[config.mk]
export PLATFORM = sky130hd
export DESIGN_NAME = kvs_ctrl
export DESIGN_NICKNAME = d
export VERILOG_FILES = /design/src/design/kvs_pkg.sv /design/src/design/kvs_ctrl.sv
export SDC_FILE = /design/constraint.sdc
export NUM_CORES = 1
export LEC_CHECK = 0
export ABC_AREA = 1
export BUFFER_PORTS_ARGS = -buffer_cell sky130_fd_sc_hd__buf_4
export CORE_ASPECT_RATIO = 1.1
export CORE_MARGIN = 2
export CORE_UTILIZATION = 50
export CTS_CLUSTER_DIAMETER = 30
export CTS_CLUSTER_SIZE = 40
export DETAILED_ROUTE_END_ITERATION = 16
export PLACE_DENSITY_LB_ADDON = 0.05
export SETUP_SLACK_MARGIN = 0.05
export SKIP_LAST_GASP = 1
export SLEW_MARGIN = 20
export SYNTH_ARGS = -nofsm -noshare
export SYNTH_HDL_FRONTEND = slang
export SYNTH_SLANG_ARGS = --single-unit
[constraint.sdc]
create_clock -name clk -period 6.2 [get_ports clk]
set_input_delay 1.86 -clock clk [delete_from_list [all_inputs] [get_ports clk]]
set_output_delay 1.86 -clock clk [all_outputs]
set_load 0.1 [all_outputs]
[src/design/kvs_pkg.sv]
// ----------------------------------------------------------------------------
// kvs_pkg: shared types and constants of the keyframe vector sampler
// Store sizes, field widths, command/status structs and code constants used
// by the controller and the datapath.
// ----------------------------------------------------------------------------
`default_nettype none

package kvs_pkg;

	localparam int TIME_DEPTH  = 1024;
	localparam int VALUE_DEPTH = 4096;
	localparam int FRACT_BITS  = 16;
	localparam int TIME_FB     = 16;   // time format is Q16.16

	localparam int TIME_AW  = $clog2(TIME_DEPTH);
	localparam int VALUE_AW = $clog2(VALUE_DEPTH);

	localparam int KIND_W = 2;
	localparam int ADDR_W = 12;
	localparam int DATA_W = 32;
	localparam int KOFF_W = 10;
	localparam int KCNT_W = 11;
	localparam int VOFF_W = 12;
	localparam int MODE_W = 2;
	localparam int KIDX_W = KCNT_W + 1;
	localparam int VIDX_W = VOFF_W + 2;
	localparam int VEC_W  = 3 * DATA_W;

	localparam int MUL_W  = 36;
	localparam int PROD_W = 2 * MUL_W;
	localparam int H_W    = FRACT_BITS + 4;

	localparam int CALC_STEPS = 12;
	localparam int CNT_W = $clog2(FRACT_BITS > CALC_STEPS ? FRACT_BITS : CALC_STEPS);

	localparam logic [KIND_W-1:0] KIND_TIME  = 2'd0;
	localparam logic [KIND_W-1:0] KIND_VALUE = 2'd1;
	localparam logic [KIND_W-1:0] KIND_QUERY = 2'd2;

	localparam logic [MODE_W-1:0] MODE_LINEAR = 2'd0;
	localparam logic [MODE_W-1:0] MODE_STEP   = 2'd1;
	localparam logic [MODE_W-1:0] MODE_CUBIC  = 2'd2;

	localparam logic [1:0] TS_FIRST = 2'd0;
	localparam logic [1:0] TS_LAST  = 2'd1;
	localparam logic [1:0] TS_IDX   = 2'd2;

	localparam logic [1:0] VS_FIRST = 2'd0;
	localparam logic [1:0] VS_LAST  = 2'd1;
	localparam logic [1:0] VS_SEG   = 2'd2;

	localparam logic [1:0] SL_P0 = 2'd0;
	localparam logic [1:0] SL_M0 = 2'd1;
	localparam logic [1:0] SL_M1 = 2'd2;
	localparam logic [1:0] SL_P1 = 2'd3;

	localparam logic [3:0] MOP_NONE  = 4'd0;
	localparam logic [3:0] MOP_SS    = 4'd1;
	localparam logic [3:0] MOP_S2S   = 4'd2;
	localparam logic [3:0] MOP_LIN   = 4'd3;
	localparam logic [3:0] MOP_P0H00 = 4'd4;
	localparam logic [3:0] MOP_P1H01 = 4'd5;
	localparam logic [3:0] MOP_M0H10 = 4'd6;
	localparam logic [3:0] MOP_M1H11 = 4'd7;
	localparam logic [3:0] MOP_TDUR  = 4'd8;

	localparam logic [3:0] AOP_NONE = 4'd0;
	localparam logic [3:0] AOP_S2   = 4'd1;
	localparam logic [3:0] AOP_S3   = 4'd2;
	localparam logic [3:0] AOP_H    = 4'd3;
	localparam logic [3:0] AOP_LOAD = 4'd4;
	localparam logic [3:0] AOP_ADD  = 4'd5;
	localparam logic [3:0] AOP_T0   = 4'd6;
	localparam logic [3:0] AOP_T1   = 4'd7;
	localparam logic [3:0] AOP_FINL = 4'd8;
	localparam logic [3:0] AOP_FINC = 4'd9;

	localparam logic [1:0] OS_ZERO = 2'd0;
	localparam logic [1:0] OS_P0   = 2'd1;
	localparam logic [1:0] OS_CALC = 2'd2;

	localparam logic [1:0] COMP_LAST = 2'd2;

	typedef struct packed {
		logic       wr;
		logic       q_ld;
		logic [1:0] tsel;
		logic       prev_ld;
		logic       idx_init;
		logic       idx_inc;
		logic       seg_ld;
		logic       div_step;
		logic       vrd;
		logic [1:0] vsel;
		logic [2:0] voffs;
		logic [1:0] vslot;
		logic [3:0] mop;
		logic [3:0] aop;
		logic [1:0] comp;
		logic       out_ld;
		logic [1:0] osel;
	} cmd_t;

	typedef struct packed {
		logic              count_zero;
		logic              count_one;
		logic              le_first;
		logic              ge_last;
		logic              hit;
		logic              idx_last;
		logic [MODE_W-1:0] mode;
	} status_t;

	function automatic logic signed [DATA_W-1:0] sat32(input logic signed [PROD_W-1:0] v);
		logic signed [PROD_W-1:0] hi;
		logic signed [PROD_W-1:0] lo;
		hi = PROD_W'(33'sh0_7FFF_FFFF);
		lo = PROD_W'(33'sh1_8000_0000);
		if (v > hi) begin
			sat32 = hi[DATA_W-1:0];
		end else if (v < lo) begin
			sat32 = lo[DATA_W-1:0];
		end else begin
			sat32 = v[DATA_W-1:0];
		end
	endfunction

endpackage

`default_nettype wire

[src/design/kvs_ctrl.sv]
// ----------------------------------------------------------------------------
// kvs_ctrl: sampler controller
// Sequences loads, the key search, the divider, value reads and the
// multiply micro-program, and owns the handshakes.
// ----------------------------------------------------------------------------
`default_nettype none

module kvs_ctrl (
	input  wire logic              clk,
	input  wire logic              arst_n,
	input  wire logic              item_valid,
	output logic                   item_ready,
	input  wire logic [1:0]        kind,
	output logic                   result_valid,
	input  wire logic              result_ready,
	input  wire kvs_pkg::status_t  sts,
	output kvs_pkg::cmd_t          cmd
);

	import kvs_pkg::*;

	localparam logic [3:0] S_IDLE   = 4'd0;
	localparam logic [3:0] S_FIRST  = 4'd1;
	localparam logic [3:0] S_WFIRST = 4'd2;
	localparam logic [3:0] S_WLAST  = 4'd3;
	localparam logic [3:0] S_SCAN   = 4'd4;
	localparam logic [3:0] S_WSCAN  = 4'd5;
	localparam logic [3:0] S_SEG    = 4'd6;
	localparam logic [3:0] S_DIV    = 4'd7;
	localparam logic [3:0] S_VRD    = 4'd8;
	localparam logic [3:0] S_VLAND  = 4'd9;
	localparam logic [3:0] S_LAND   = 4'd10;
	localparam logic [3:0] S_CALC   = 4'd11;
	localparam logic [3:0] S_DONE   = 4'd12;

	localparam logic [CNT_W-1:0] DIV_LAST   = CNT_W'(FRACT_BITS - 1);
	localparam logic [CNT_W-1:0] CUB_COMP0  = CNT_W'(5);
	localparam logic [CNT_W-1:0] CUB_LAST   = CNT_W'(CALC_STEPS - 1);

	logic [3:0]       state_q, state_d;
	logic [CNT_W-1:0] cnt_q, cnt_d;
	logic [1:0]       comp_q, comp_d;
	logic [1:0]       osel_q, osel_d;
	logic             cubic;
	logic             calc_end;

	assign cubic = (sts.mode == MODE_CUBIC);

	always_comb begin
		cmd        = '0;
		cmd.comp   = comp_q;
		cmd.osel   = osel_q;
		state_d    = state_q;
		cnt_d      = cnt_q;
		comp_d     = comp_q;
		osel_d     = osel_q;
		item_ready = 1'b0;
		calc_end   = 1'b0;
		case (state_q)
			S_IDLE: begin
				item_ready = 1'b1;
				if (item_valid) begin
					if (kind == KIND_QUERY) begin
						cmd.q_ld = 1'b1;
						state_d  = S_FIRST;
					end else begin
						cmd.wr = 1'b1;
					end
				end
			end
			S_FIRST: begin
				if (sts.count_zero) begin
					osel_d  = OS_ZERO;
					state_d = S_DONE;
				end else begin
					cmd.tsel = TS_FIRST;
					state_d  = S_WFIRST;
				end
			end
			S_WFIRST: begin
				cmd.prev_ld = 1'b1;
				if (sts.count_one || sts.le_first) begin
					cmd.vrd   = 1'b1;
					cmd.vsel  = VS_FIRST;
					cmd.vslot = SL_P0;
					osel_d    = OS_P0;
					state_d   = S_LAND;
				end else begin
					cmd.tsel = TS_LAST;
					state_d  = S_WLAST;
				end
			end
			S_WLAST: begin
				if (sts.ge_last) begin
					cmd.vrd   = 1'b1;
					cmd.vsel  = VS_LAST;
					cmd.vslot = SL_P0;
					osel_d    = OS_P0;
					state_d   = S_LAND;
				end else begin
					cmd.idx_init = 1'b1;
					state_d      = S_SCAN;
				end
			end
			S_SCAN: begin
				cmd.tsel = TS_IDX;
				state_d  = S_WSCAN;
			end
			S_WSCAN: begin
				if (sts.hit) begin
					cmd.seg_ld = 1'b1;
					state_d    = S_SEG;
				end else if (sts.idx_last) begin
					osel_d  = OS_ZERO;
					state_d = S_DONE;
				end else begin
					cmd.prev_ld = 1'b1;
					cmd.idx_inc = 1'b1;
					state_d     = S_SCAN;
				end
			end
			S_SEG: begin
				cnt_d  = '0;
				comp_d = '0;
				case (sts.mode)
					MODE_LINEAR, MODE_CUBIC: state_d = S_DIV;
					MODE_STEP: begin
						cmd.vrd   = 1'b1;
						cmd.vsel  = VS_SEG;
						cmd.vslot = SL_P0;
						osel_d    = OS_P0;
						state_d   = S_LAND;
					end
					default: begin
						osel_d  = OS_ZERO;
						state_d = S_DONE;
					end
				endcase
			end
			S_DIV: begin
				cmd.div_step = 1'b1;
				cnt_d        = cnt_q + CNT_W'(1);
				if (cnt_q == DIV_LAST) begin
					cnt_d   = '0;
					state_d = S_VRD;
				end
			end
			S_VRD: begin
				cmd.vrd  = 1'b1;
				cmd.vsel = VS_SEG;
				cnt_d    = cnt_q + CNT_W'(1);
				if (cubic) begin
					// in-tangent, value, out-tangent per key: p0 m0 m1 p1 at +1..+4
					cmd.voffs = 3'(cnt_q) + 3'd1;
					cmd.vslot = 2'(cnt_q);
					if (cnt_q == CNT_W'(3)) begin
						cnt_d   = '0;
						state_d = S_VLAND;
					end
				end else begin
					cmd.voffs = 3'(cnt_q);
					cmd.vslot = (cnt_q == '0) ? SL_P0 : SL_P1;
					if (cnt_q == CNT_W'(1)) begin
						cnt_d   = '0;
						state_d = S_VLAND;
					end
				end
			end
			S_VLAND: state_d = S_CALC;
			S_LAND:  state_d = S_DONE;
			S_CALC: begin
				if (cubic) begin
					case (cnt_q)
						CNT_W'(0): cmd.mop = MOP_SS;
						CNT_W'(1): cmd.aop = AOP_S2;
						CNT_W'(2): cmd.mop = MOP_S2S;
						CNT_W'(3): cmd.aop = AOP_S3;
						CNT_W'(4): cmd.aop = AOP_H;
						CNT_W'(5): cmd.mop = MOP_P0H00;
						CNT_W'(6): begin
							cmd.mop = MOP_P1H01;
							cmd.aop = AOP_LOAD;
						end
						CNT_W'(7): begin
							cmd.mop = MOP_M0H10;
							cmd.aop = AOP_ADD;
						end
						CNT_W'(8): begin
							cmd.mop = MOP_M1H11;
							cmd.aop = AOP_T0;
						end
						CNT_W'(9):  cmd.aop = AOP_T1;
						CNT_W'(10): cmd.mop = MOP_TDUR;
						CNT_W'(11): cmd.aop = AOP_FINC;
						default: ;
					endcase
					calc_end = (cnt_q == CUB_LAST);
				end else begin
					if (cnt_q == '0) begin
						cmd.mop = MOP_LIN;
					end else begin
						cmd.aop = AOP_FINL;
					end
					calc_end = (cnt_q == CNT_W'(1));
				end
				cnt_d = cnt_q + CNT_W'(1);
				if (calc_end) begin
					if (comp_q == COMP_LAST) begin
						osel_d  = OS_CALC;
						state_d = S_DONE;
					end else begin
						comp_d = comp_q + 2'd1;
						cnt_d  = cubic ? CUB_COMP0 : '0;
					end
				end
			end
			S_DONE: begin
				if (!result_valid) begin
					cmd.out_ld = 1'b1;
					state_d    = S_IDLE;
				end
			end
			default: state_d = S_IDLE;
		endcase
	end

	always_ff @(posedge clk or negedge arst_n) begin
		if (!arst_n) begin
			state_q      <= S_IDLE;
			cnt_q        <= '0;
			comp_q       <= '0;
			osel_q       <= OS_ZERO;
			result_valid <= 1'b0;
		end else begin
			state_q <= state_d;
			cnt_q   <= cnt_d;
			comp_q  <= comp_d;
			osel_q  <= osel_d;
			if (cmd.out_ld) begin
				result_valid <= 1'b1;
			end else if (result_ready) begin
				result_valid <= 1'b0;
			end
		end
	end

endmodule

`default_nettype wire

Word level (Yosys, flattened, before mapping)
Cells that the tools add are included.
{"block": "word_totals", "in_bits": 14, "regBits": 13}
{"block": "classes", "add_sub_neg": 3, "n_reduce_logical": 12, "muxes": 71, "n_eq_ne": 43}
{"cell": "$mux W4", "n": 21}
{"cell": "$pmux W4 S13", "n": 1}
{"cell": "$eq A4 B4 Y1 const B", "n": 10}
{"cell": "$eq A4 B3 Y1 const B", "n": 8}
{"cell": "$pmux W4 S8", "n": 1}
{"cell": "$mux W2", "n": 15}
{"cell": "$pmux W4 S7", "n": 1}
{"cell": "$ne A2 B2 Y1 const B", "n": 13}
{"cell": "$eq A4 B2 Y1 const B", "n": 4}
{"cell": "$mux W1", "n": 16}
{"cell": "$mux W8", "n": 2}
{"cell": "$pmux W4 S4", "n": 1}
{"cell": "$mux W3", "n": 5}
{"cell": "$pmux W2 S2", "n": 3}
{"cell": "$pmux W2 S6", "n": 1}
{"cell": "$pmux W3 S4", "n": 1}
{"cell": "$reduce_and A9 Y1", "n": 1}
{"cell": "$eq A4 B1 Y1 const B", "n": 2}
{"cell": "$logic_not A4 Y1", "n": 2}
{"cell": "$pmux W4 S2", "n": 1}
{"cell": "$reduce_and A8 Y1", "n": 1}
{"cell": "$eq A2 B2 Y1 const B", "n": 3}
{"cell": "$ne A3 B3 Y1 const B", "n": 2}
{"cell": "$reduce_bool A6 Y1", "n": 1}
{"cell": "12 further kinds", "n": 13}

Depth between registers and ports, before layout
{"block": "depth", "word_depth": 5, "ltp_mapped": 11, "mapped_depth_nobuf": 11}

Worst setup path after synthesis
No wires, ideal clock.
{"block": "synth_timing", "path_kind": "input to output", "startpoint": "in sts[0] (netlist bit)", "endpoint": "out cmd[12] (netlist bit)", "required_ps": 4340, "n_path_buf": 1, "setup_slack_ps": -689, "stages": 4, "arrival_ps": 5029, "path_cell_list": "inv_1 > nand2_1 > buf_2 > nor4_1"}
{"item": "start: declaration", "line_no": "kvs_ctrl.sv:16", "text": "input wire kvs_pkg::status_t sts,"}
{"item": "end: declaration", "line_no": "kvs_ctrl.sv:17", "text": "output kvs_pkg::cmd_t cmd"}

==> results.toml <==
[detailed_routing]
drc = 0
vias = 1809
avgRoutedWirePerCell_um = 12.4
drtAntennaViolNets = 0
routed_via_density = 5.30
first_pass_iters = 5
finalWirelength_mm = 4.24
initialDrtViolationCount = 133

[cts]
cts_setup_buffers = 0
numClockSinks = 13
cts_root_buffer = "clkbuf_4"
clkLatencyLatePin_ns = 0.29
holdBufCountCts = 0
cts_made_buffers = 3
clkTransAtPathRegs_ns = 0.10
cts_buffer_depth = 2
cts_tree = "yes"
cts_resized = 0
cts_max_level = 1

[timing]
skew_ns = 0.0109
slew_headroom_pct = 72.4
holdWs_ns = 0.491
hold_violations = 0
slew_violations = 0
tightest_slew_ns = 0.414
fmax_ghz = 0.195
rsz0062_at_grt = "false"
fin_setup_tns_ns = 0
finalCritPeriodShare_pct = 82.8
setup_violations = 0
fin_crit_ns = 5.14

[die]
fp-row-count = 21
start_util_pct = 52.3
die_h_um = 63.2
die_area_mm2 = 0.00366
core_mm2 = 0.00305
die_w_um = 57.9
io_pins = 46

[min_path]
worstHoldPathType = "reg -> reg"

[grt]
antenna_found_initial = 0
grtUsageTotal_pct = 26.3
grt_overflow = 0
use_met1_pct = 32.8
grt_use_met2_pct = 44.6
grt_max_degree = 16
grt_pass1_wl_mm = 7.60
grt_pass1_vias = 1731
met3_usage_pct = 3.70
grt.busiest_layer = "met2"

[yosys]
synth_ff_type = "dfrtp_1"
ys_warn_count = 0
postSynthAreaPerCell_um2 = 6.04
yosys.area.top_type = "dfrtp_1"
ys_types = 36
async_flop_share_pct = 100
ys_ff_latch = 13
syn_area_mm2 = 0.00160
syn_inst = 264
synth_top_area_share_pct = 20.4
synth_nets = 283
synthTopCellsByArea = "dfrtp_1 20%, nand2_1 18%, inv_1 8.9%"
synth_edf_count = 0
ys_seq_area_share_pct = 20.4

[power]
powerDensity_mw_per_mm2 = 531
power.leakage_nw = 1.15
ir_drop_uv = 335

[layout]
nNetsFinal = 327
antenna_cells = 0
layout-drive-gt1-share_pct = 26.1
fin_cells = 341
stdcell_area_mm2 = 0.00197
syn2layout_area_growth_pct = 23.2

[place]
hpwlAfterDp_mm = 3.45
placed_cell_area_mm2 = 0.00194
place.gp.congestion = 0.952
dpl.cell_count = 337
port_buffers = 45

[critical_path]
critical_path_required_ns = 4.34
critPathKind = "in -> out"
cp-end-kind = "output port"
worstSetupStartpointType = "primary input"
cp.arrival_ns = 3.28
cp_max_fo = 15

[run]
drv_cap = 0

[run_status]
status = "finished clean"
==> through the flow <==
| stage | setup WS [ns] | utilization [%] | power (mW) |
|---|---|---|---|
| after floorplan | 0.143 | - | 0.842 |
| after global placement | 1.09 | 63.6 | 0.983 |
| after detailed placement | 1.07 | 63.6 | 0.985 |
| after CTS | 1.06 | 64.5 | 1.04 |
| after global routing | 0.827 | 64.5 | 1.13 |
| final | 1.06 | 64.5 | 1.04 |
==> worst max-delay path, cell delays in order <==
cell	delay [ns]
buf_4	0.12
inv_1	0.06
nand2_1	0.22
inv_1	0.38
o21ai_0	0.19
a21oi_1	0.14
buf_4	0.31
==> synthesized netlist by cell type, types with 2 or more instances <==
cell type  instances
buf_2              2
nand2_4            3
nand3_2            2
nor2_2             3
nand2_2            4
buf_6              2
inv_1             38
nand4_1            4
inv_2              5
nand2_1           75
nor2_1            29
o211ai_1           2
o21ai_2            2
o21ai_1            2
ha_1               5
o21ai_0           18
nor2_4             6
nand3_1           22
nor3_1             5
dfrtp_1           13
nand3b_1           2
a21oi_1            6
==> sequential cells by signal, indices dropped and copies added (netlist names) <==
register,flops
state_q,4
cnt_q,4
result_valid,1
osel_q,2
comp_q,2
==> power by group <==
group          internal [mW]  switching [mW]  total [mW]
Sequential             0.117          0.0678       0.185
Combinational          0.202           0.600       0.802
Clock                 0.0240          0.0337      0.0577
==> layout make-up <==
class,instances,area [µm²]
Clock buffer,3,22.5
Tap cell,34,42.5
Fill cell,323,1080
Inverter,45,179
Timing Repair Buffer,45,338
Clock inverter,1,5.00
Multi-Input combinational cell,200,1050
Sequential cell,13,325
==> cell usage in the layout (no fill, tap or decap), drive strengths merged, types with 2 or more instances in the layout <==
| cell type | count |
|---|---|
| a21oi | 6 |
| buf | 45 |
| clkbuf | 3 |
| clkinv | 2 |
| dfrtp | 13 |
| ha | 5 |
| inv | 44 |
| nand2 | 83 |
| nand3 | 24 |
| nand3b | 2 |
| nand4 | 4 |
| nor2 | 38 |
| nor3 | 6 |
| o211ai | 2 |
| o21ai | 22 |
==> cell families after synthesis <==
family	after synthesis	synth area share, %
compound gates	35	12.7
buf+inv	51	14.0
flops	13	20.4
xor+xnor	1	0.549
simple gates	159	48.5
fa+ha+maj	5	3.92
==> path summary, 6_finish.rpt <==
check | start | endpoint | slack (ns) | cells after the start
worst min register to register | osel_q[1] | osel_q[1] | 0.49 | 2
min in group asynchronous | arst_n | comp_q[1] | 1.40 | 1
max in group asynchronous | arst_n | state_q[1] | 4.62 | 1
worst max register to register | cnt_q[0] | state_q[1] | 4.37 | 10
worst min-delay path | osel_q[1] | osel_q[1] | 0.49 | 2
worst max-delay path | sts[0] | cmd[14] | 1.06 | 7
==> layer usage <==
layer	vias to the layer above	share of wire (%)	wire, µm
li1	932	-	-
met1	813	43	1830
met2	53	50	2120
met3	11	4.2	177
met4	0	2.6	112
met5	-	0	0
Note: power is estimated with default switching activity, not from simulation.
